<file path="config.mk">
export PLATFORM = sky130hd
export DESIGN_NAME = smrg_queue
export DESIGN_NICKNAME = d
export VERILOG_FILES = /design/src/hw/rtl/smrg_pkg.sv /design/src/hw/rtl/smrg_queue.sv
export SDC_FILE = /design/constraint.sdc
export NUM_CORES = 1
export LEC_CHECK = 0
export ABC_AREA = 1
export BUFFER_PORTS_ARGS = -buffer_cell sky130_fd_sc_hd__buf_2
export CAP_MARGIN = 20
export CELL_PAD_IN_SITES_DETAIL_PLACEMENT = 2
export CELL_PAD_IN_SITES_GLOBAL_PLACEMENT = 2
export CORE_MARGIN = 1.5
export CORE_UTILIZATION = 41
export DETAILED_ROUTE_END_ITERATION = 8
export PLACE_DENSITY_LB_ADDON = 0.1
export SYNTH_ARGS = -nofsm -noshare
export SYNTH_HDL_FRONTEND = slang
export SYNTH_SLANG_ARGS = --single-unit
</file>
<file path="constraint.sdc">
create_clock -name clk -period 8.05 [get_ports clk]
set_input_delay 0.4025 -clock clk [delete_from_list [all_inputs] [get_ports clk]]
set_output_delay 0.4025 -clock clk [all_outputs]
set_load 0.1 [all_outputs]
</file>
<file path="src/hw/rtl/smrg_pkg.sv">
// Shared types and constants for the sphere merge block.
`default_nettype none
package smrg_pkg;

  localparam int SqrtBits = 34;
  localparam int DivBits  = 33;
  localparam int QueueDepth = 4;
  localparam int QueueAw    = 2;

  typedef enum logic [1:0] {
    CASE_MERGED = 2'd0,
    CASE_FIRST  = 2'd1,
    CASE_SECOND = 2'd2
  } merge_case_t;

  typedef struct packed {
    logic [2:0][31:0] c1;
    logic [30:0]      r1;
    logic [2:0][31:0] c2;
    logic [30:0]      r2;
  } pair_t;

  typedef struct packed {
    logic [2:0][31:0] c1;
    logic [2:0][31:0] c2;
    logic [30:0]      r1;
    logic [30:0]      r2;
    logic [2:0][32:0] mag;
    logic [2:0]       neg;
  } info_t;

  typedef struct packed {
    logic [2:0][31:0] base;
    logic [30:0]      radius;
    merge_case_t      mcase;
    logic [2:0][32:0] mag;
    logic [2:0]       neg;
    logic [33:0]      len;
    logic [33:0]      tval;
  } job_t;

endpackage
`default_nettype wire

</file>
<file path="src/hw/rtl/smrg_queue.sv">
// Short job queue between the front and back parts.
`default_nettype none
module smrg_queue import smrg_pkg::*; (
  input  wire logic clk,
  input  wire logic rst_n,
  input  wire logic push,
  input  wire job_t push_job,
  output logic      full,
  input  wire logic pop,
  output logic      empty,
  output job_t      pop_job
);

  job_t               mem_r [0:QueueDepth-1];
  logic [QueueAw-1:0] wr_r, rd_r;
  logic [QueueAw:0]   cnt_r;

  assign full    = cnt_r == (QueueAw+1)'(QueueDepth);
  assign empty   = cnt_r == '0;
  assign pop_job = mem_r[rd_r];

  always_ff @(posedge clk) begin
    if (!rst_n) begin
      wr_r  <= '0;
      rd_r  <= '0;
      cnt_r <= '0;
    end else begin
      if (push) wr_r <= wr_r + 1'b1;
      if (pop)  rd_r <= rd_r + 1'b1;
      if (push && !pop) cnt_r <= cnt_r + 1'b1;
      else if (pop && !push) cnt_r <= cnt_r - 1'b1;
    end
  end

  always_ff @(posedge clk) begin
    if (push) mem_r[wr_r] <= push_job;
  end

endmodule
`default_nettype wire

</file>
==> results of run 1 <==
-- how the worst max path moves through the flow --
stage	to	cells past startpoint
after floorplan	mem_r[2][0]	4
after global placement	pop_job[207]	5
after detailed placement	pop_job[237]	5
after CTS	pop_job[118]	5
after global routing	pop_job[118]	5
final	pop_job[179]	5
-- cell families (layout without fill, tap and decap cells) --
logic type,Yosys count,count (layout),share of synthesized area (%)
AO/OA/AOI/OAI,907,907,11.08
AND/OR/NAND/NOR,616,616,5.229
other,0,22,0
adder cells (fa/ha/maj),6,6,0.1862
flip-flops,1205,1205,81.41
buffers and inverters,215,1174,2.097
-- per-layer routing --
metal | global-route usage [%] | vias up | wire (um)
met1 | 31.42 | 15410 | 57450
met2 | 47.91 | 831 | 78910
met5 | 0 | - | 154
li1 | - | 12960 | -
met3 | 5.786 | 261 | 8188
met4 | 10.95 | 24 | 5575
-- layout by cell type (no fill, tap or decap), types with 2 or more instances in the layout --
cell	count
edfxtp_1	1196
nor2_1	603
o21ai_0	603
buf_2	603
dlygate4sd3_1	300
o22ai_1	299
clkbuf_16	139
clkbuf_1	34
clkinv_1	29
diode_2	22
buf_4	17
clkinv_2	16
inv_1	11
nand2_1	9
buf_12	9
dfxtp_1	7
inv_8	6
ha_1	5
a21oi_1	4
bufinv_16	4
inv_6	3
nor3_1	2
dfxtp_4	2
-- stage by stage --
stage / setup slack (ns) / hold slack (ns) / power, mW / cells
floorplan: 1.085 / 0.4115 / 9.521 / 2949
global placement: 4.075 / 0.4486 / 10.09 / 4783
detailed placement: 4.001 / 0.4756 / 10.19 / 4783
CTS: 3.128 / 0.01215 / 16.02 / 5311
global route: 2.921 / 0.07339 / 16.39 / 5330
finish: 3.128 / 0.06264 / 15.95 / 5333
-- cell type report --
class / count / share of cell area (%)
diodes: 22 / 0.09895
clock buffers: 174 / 6.506
clock inverters: 54 / 0.6319
inverters: 17 / 0.1957
multi-input cells: 1529 / 13.15
flip-flops and latches: 1205 / 64.89
well taps: 1403 / 3.155
repair buffers: 929 / 11.37
-- power by group through the flow --
| stage | sequential [mW] | combinational, mW | clock, mW |
|---|---|---|---|
| floorplan | 7.43 | 2.09 | 0 |
| global placement | 7.37 | 2.72 | 0 |
| detailed placement | 7.40 | 2.79 | 0 |
| CTS | 7.27 | 2.94 | 5.80 |
| global route | 7.29 | 3.04 | 6.06 |
| finish | 7.28 | 2.94 | 5.74 |
-- sequential cells by signal (all words and copies together) (netlist names), named ones only --
name and count:
rd_r 2, cnt_r 3, mem_r 1196, wr_r 2
-- tightest hold or removal path, stage by stage --
cell and delay (ns):
buf_2 0.14, inv_1 0.12, a21oi_1 0.07
-- repair_timing --
action                                  in CTS  in global routing
hold buffers                               300                  0
hold endpoints to repair                  1205                  0
endpoints found under the setup margin       0                  0
==> insert_results.sql, run 1 <==
INSERT INTO impl_metrics (metric_group, metric, value, unit) VALUES
('synth', 'yosysSeqAreaShare', '81.41', '%'),
('detailed_routing', 'detail_route.wirelength', '150300', 'um'),
('critical_path', 'critical-path-max-stage-delay', '0.84', 'ns'),
('power_and_ir_drop', 'peak_supply_drop', '0.0002091', 'V'),
('die', 'die-height', '331.9', 'um'),
('critical_path', 'critical_path.slowest_cell', 'buf_4', ''),
('detailed_routing', 'drcViolationCount', '0', ''),
('critical_path', 'critical_path.reg2reg.startpoint', 'wr_r[0]', ''),
('die', 'core-area', '0.1072', 'sq mm'),
('power_and_ir_drop', 'netSwitchingFraction', '31.49', '%'),
('layout', 'layout.core_utilization', '51.90', '%'),
('synth', 'synth_top_cells_by_count', 'edfxtp_1, nor2_1, o21ai_0', ''),
('synth', 'synthesis.instances', '2949', ''),
('synth', 'post_synth_edffs', '1196', ''),
('critical_path', 'critical_path.top_delay_family', 'buffers and inverters', ''),
('synth', 'synth.top_cell.area_share', '81.00', '%'),
('power_and_ir_drop', 'power.leakage', '19.30', 'nW'),
('critical_path', 'r2r_setup_slack', '5.32', 'ns'),
('power_and_ir_drop', 'clock_power_share', '36.0', '%'),
('layout', 'layout-drive-gt1-share', '20.52', '%'),
('global_routing', 'grt_pass1_vias', '33020', ''),
('detailed_routing', 'first_iter_violations', '1937', ''),
('global_routing', 'pin_count_of_the_biggest_net_entering_global_routing', '217', ''),
('outcome', 'outcome', 'completed', ''),
('clock_network', 'cts-root-to-sink-buffers', '3', ''),
('synth', 'post-synth-top-area-cell', 'edfxtp_1', ''),
('hold_path', 'hold-path-cell-count', '3', ''),
('timing', 'achievable-frequency', '0.2032', 'GHz'),
('die', 'floorplan.initialDensity', '41.36', '%'),
('synth', 'synth_fp_nets', '3258', ''),
('timing', 'report.final.setup_viol', '0', ''),
('placement', 'post_dp_cell_area', '0.04861', 'sq mm'),
('power_and_ir_drop', 'share_seq_of_total_power', '45.6', '%'),
('critical_path', 'critPathCaptureType', 'output pin', ''),
('hold_path', 'hold_end', 'wr_r[0]', ''),
('synth', 'yosys.cell_types.count', '19', ''),
('die', 'floorplan.rows', '120', ''),
('clock_network', 'cts_inserted_buffers', '134', ''),
('power_and_ir_drop', 'pwr_density_cell', '286.8', 'mW/mm^2'),
('hold_path', 'worst_hold_startpoint', 'push', ''),
('timing', 'final.period_utilization', '61.14', '%'),
('clock_network', 'clkTransAtPathRegs', '0.06', 'ns'),
('synth', 'yosys.cell_count.top_type', 'edfxtp_1', ''),
('synth', 'syn_area', '0.04434', 'sq mm'),
('critical_path', 'crit_arrival', '4.52', 'ns'),
('clock_network', 'cts_repair_resize_count', '0', ''),
('synth', 'synth.area.top_cells', 'edfxtp_1, o21ai_0, nor2_1', ''),
('synth', 'synth_top_flop_cell', 'edfxtp_1', ''),
('detailed_routing', 'drt-pass1-iter-count', '7', ''),
('critical_path', 'timing.critical_path.buf_inv', '3', ''),
('critical_path', 'timing.critical_path.cells', 'buf_4 -> buf_4 -> o21ai_0 -> o22ai_1 -> buf_2', ''),
('global_routing', 'globalRoute.totalOverflow', '0', ''),
('timing', 'max-slew-margin-rel', '18.15', '%'),
('layout', 'syn2layout_area_growth', '25.48', '%'),
('layout', 'postLayoutCellArea', '0.05564', 'sq mm'),
('synth', 'synth-warning-count', '0', ''),
('power_and_ir_drop', 'pwr-share-comb', '18.4', '%'),
('layout', 'seq_area', '0.03610', 'sq mm'),
('critical_path', 'start_to_end_type_of_the_worst_setup_path', 'flop to output pin', ''),
('clock_network', 'htree_levels', '4', ''),
('placement', 'port_buffers', '603', ''),
('timing', 'clock_skew', '0.01934', 'ns'),
('layout', 'multi_input_comb_area', '0.007315', 'sq mm'),
('clock_network', 'cts-root-buf', 'clkbuf_16', ''),
('layout', 'layout.nets', '4125', ''),
('critical_path', 'timing.reg2reg.worst_path_depth', '4', ''),
('critical_path', 'timing.critical_path.fanout_max', '77', ''),
('clock_network', 'clkSinkCount', '1205', ''),
('power_and_ir_drop', 'p_int', '10.93', 'mW'),
('global_routing', 'grt_antenna_before_repair', '32', ''),
('timing', 'slew_violations', '0', '');
Power figures use the tool's default switching activity.
==> inputs of run 2 (changes only) <==
- clock period: 8.05 -> 4.6 ns (I/O delays scaled with it)
==> insert_results.sql, run 2 (same netlist as run 1, synthesis figures left out) <==
INSERT INTO impl_metrics (metric_group, metric, value, unit) VALUES
('power_and_ir_drop', 'pwr_density_cell', '502.1', 'mW/mm^2'),
('power_and_ir_drop', 'netSwitchingFraction', '31.91', '%'),
('clock_network', 'cts-root-buf', 'clkbuf_16', ''),
('layout', 'largest_register_ffs', '1196', ''),
('hold_path', 'hold_end', 'mem_r[0][89]', ''),
('timing', 'timing.final.ws_setup', '0.6765', 'ns'),
('clock_network', 'cts_tree', 'built', ''),
('timing', 'setup_tns', '0', 'ns'),
('layout', 'layout.nets', '4135', ''),
('die', 'fp.dieArea', '0.1101', 'sq mm'),
('layout', 'final_common_cell', 'edfxtp_1', ''),
('critical_path', 'reg2reg_to', 'mem_r[2][125]', ''),
('global_routing', 'globalRoute.totalOverflow', '0', ''),
('timing', 'achievable-frequency', '0.2549', 'GHz'),
('placement', 'dp_cells', '4792', ''),
('placement', 'port_buffers', '603', ''),
('power_and_ir_drop', 'share_seq_of_total_power', '45.3', '%'),
('clock_network', 'clock_latency', '0.76', 'ns'),
('critical_path', 'r2r_setup_slack', '1.69', 'ns'),
('timing', 'fin_crit', '3.924', 'ns'),
('placement', 'dp_hpwl', '83400', 'um'),
('clock_network', 'cts_inserted_buffers', '133', ''),
('hold_path', 'hold-path-cell-count', '2', ''),
('critical_path', 'critical_path.startpoint_type', 'flop', ''),
('power_and_ir_drop', 'switching_power', '8.958', 'mW'),
('layout', 'layout.cells.most_common_list', 'edfxtp_1, nor2_1, o21ai_0, buf_2, dlygate4sd3_1', ''),
('power_and_ir_drop', 'power.leakage', '19.38', 'nW'),
('power_and_ir_drop', 'total_power', '28.07', 'mW'),
('timing', 'grt_setup_unrepaired', 'no', ''),
('layout', 'layout-drive-gt1-share', '21.10', '%'),
('layout', 'layout.core_utilization', '52.15', '%'),
('outcome', 'outcome', 'completed', ''),
('detailed_routing', 'first_iter_violations', '1737', ''),
('detailed_routing', 'wl_per_cell', '27.99', 'um'),
('critical_path', 'timing.critical_path.cells', 'buf_4 -> o21ai_0 -> o22ai_1 -> buf_2', ''),
('detailed_routing', 'drcViolationCount', '0', ''),
('timing', 'max-slew-margin-rel', '13.62', '%'),
('clock_network', 'cts_repair_resize_count', '0', ''),
('die', 'die-height', '331.9', 'um'),
('critical_path', 'start_to_end_type_of_the_worst_setup_path', 'flop to output pin', ''),
('global_routing', 'pin_count_of_the_biggest_net_entering_global_routing', '208', ''),
('layout', 'postLayoutCellArea', '0.05590', 'sq mm'),
('critical_path', 'timing.reg2reg.worst_path_depth', '5', ''),
('die', 'floorplan.die.width', '331.9', 'um'),
('power_and_ir_drop', 'pwr-share-comb', '18.3', '%'),
('clock_network', 'post_cts_hold_fix_bufs', '302', ''),
('die', 'floorplan.initialDensity', '41.36', '%'),
('timing', 'report.final.setup_viol', '0', ''),
('placement', 'globalplace.congestion', '0.7516', ''),
('detailed_routing', 'route.antenna.remaining_nets', '0', ''),
('detailed_routing', 'dr_total_vias', '29490', ''),
('hold_path', 'min-delay-path-class', 'input port to flop', ''),
('detailed_routing', 'drt-pass1-iter-count', '7', ''),
('layout', 'syn2layout_area_growth', '26.08', '%'),
('critical_path', 'critical_path.slowest_cell', 'dfxtp_4', ''),
('clock_network', 'cts_setup_buffers', '0', ''),
('critical_path', 'worst-endpoint-required', '4.37', 'ns'),
('clock_network', 'clkSinkCount', '1205', ''),
('timing', 'final.period_utilization', '85.29', '%'),
('hold_path', 'worst_hold_startpoint', 'push_job[89]', ''),
('placement', 'dp_worst_setup_slack', '1.608', 'ns'),
('detailed_routing', 'detail_route.wirelength', '149600', 'um'),
('critical_path', 'timing.critical_path.fanout_max', '84', ''),
('layout', 'top_register', 'mem_r', ''),
('layout', 'reg.largest.list', 'mem_r (1196), cnt_r (3)', ''),
('detailed_routing', 'vias_per_cell', '5.516', ''),
('critical_path', 'critPathCaptureType', 'output pin', ''),
('global_routing', 'global_route_wire_length_before_repair', '221400', 'um'),
('die', 'core-area', '0.1072', 'sq mm'),
('global_routing', 'groute.usage.overall', '26.98', '%'),
('die', 'floorplan.rows', '120', ''),
('clock_network', 'clkTransAtPathRegs', '0.06', 'ns'),
('clock_network', 'cts-root-to-sink-buffers', '3', ''),
('layout', 'post_route_non_filler_standard_cell_count', '5346', ''),
('critical_path', 'critical_path.reg2reg.startpoint', 'wr_r[0]', ''),
('placement', 'post_dp_cell_area', '0.04881', 'sq mm'),
('power_and_ir_drop', 'p_int', '19.11', 'mW'),
('critical_path', 'timing.critical_path.buf_inv', '2', ''),
('die', 'ios', '604', ''),
('timing', 'finalHoldViolCount', '0', ''),
('timing', 'timing.hold.ws', '0.2332', 'ns'),
('critical_path', 'critical_path.top_delay_family', 'buffers and inverters', ''),
('timing', 'clock_skew', '0.02414', 'ns'),
('job', 'max-cap-violations', '0', ''),
('critical_path', 'crit_arrival', '3.69', 'ns'),
('global_routing', 'grt_antenna_before_repair', '21', ''),
('clock_network', 'htree_levels', '4', ''),
('power_and_ir_drop', 'clock_power_share', '36.3', '%'),
('critical_path', 'critical-path-max-stage-delay', '0.83', 'ns'),
('power_and_ir_drop', 'peak_supply_drop', '0.0003194', 'V'),
('timing', 'slew_violations', '0', ''),
('timing', 'worst_pin_slew', '1.296', 'ns'),
('global_routing', 'grt_pass1_vias', '33360', '');
run 2: cell types whose count changed in the layout (fill, tap and decap cells not counted), moves of 4 or more:
cell        before  now
clkinvlp_4       1    6
inv_8            6    1
diode_2         22   15
buf_12           9   19
clkinv_8         0    4
run 2: worst max-delay path by stage:
stage                     slack, ns           end  depth (start not counted)
after CTS                      0.74  pop_job[262]                          4
after floorplan               -0.88   mem_r[0][0]                          4
after detailed placement       1.61  pop_job[297]                          5
after global placement         1.72  pop_job[297]                          5
after global routing           0.48  pop_job[262]                          4
final                          0.68  pop_job[262]                          4
run 2: power by group through the flow:
stage | Sequential (mW) | Combinational (mW) | Clock, mW
after floorplan | 13.0 | 3.67 | 0
after global placement | 12.9 | 4.75 | 0
after detailed placement | 12.9 | 4.88 | 0
after CTS | 12.7 | 5.14 | 10.3
after global routing | 12.8 | 5.33 | 10.8
final | 12.7 | 5.15 | 10.2
run 2: routing by layer:
layer  vias to the layer above  GRT usage (%)  share of wire (%)
li1                      12970              -                  -
met3                       286          5.745                5.1
met4                        20          10.71                3.9
met1                     15450          30.45                 38
met5                         -              0              0.089
met2                       766          49.52                 53
run 2: area by class of cell:
class	instances	area (sq um)
Inverter	17	98.84
Multi-Input combinational cell	1529	7330
Timing Repair Buffer	940	6541
Sequential cell	1205	36100
Clock buffer	173	3605
Tap cell	1403	1755
Clock inverter	64	429.2
Antenna cell	15	37.54
Fill cell	9927	51300
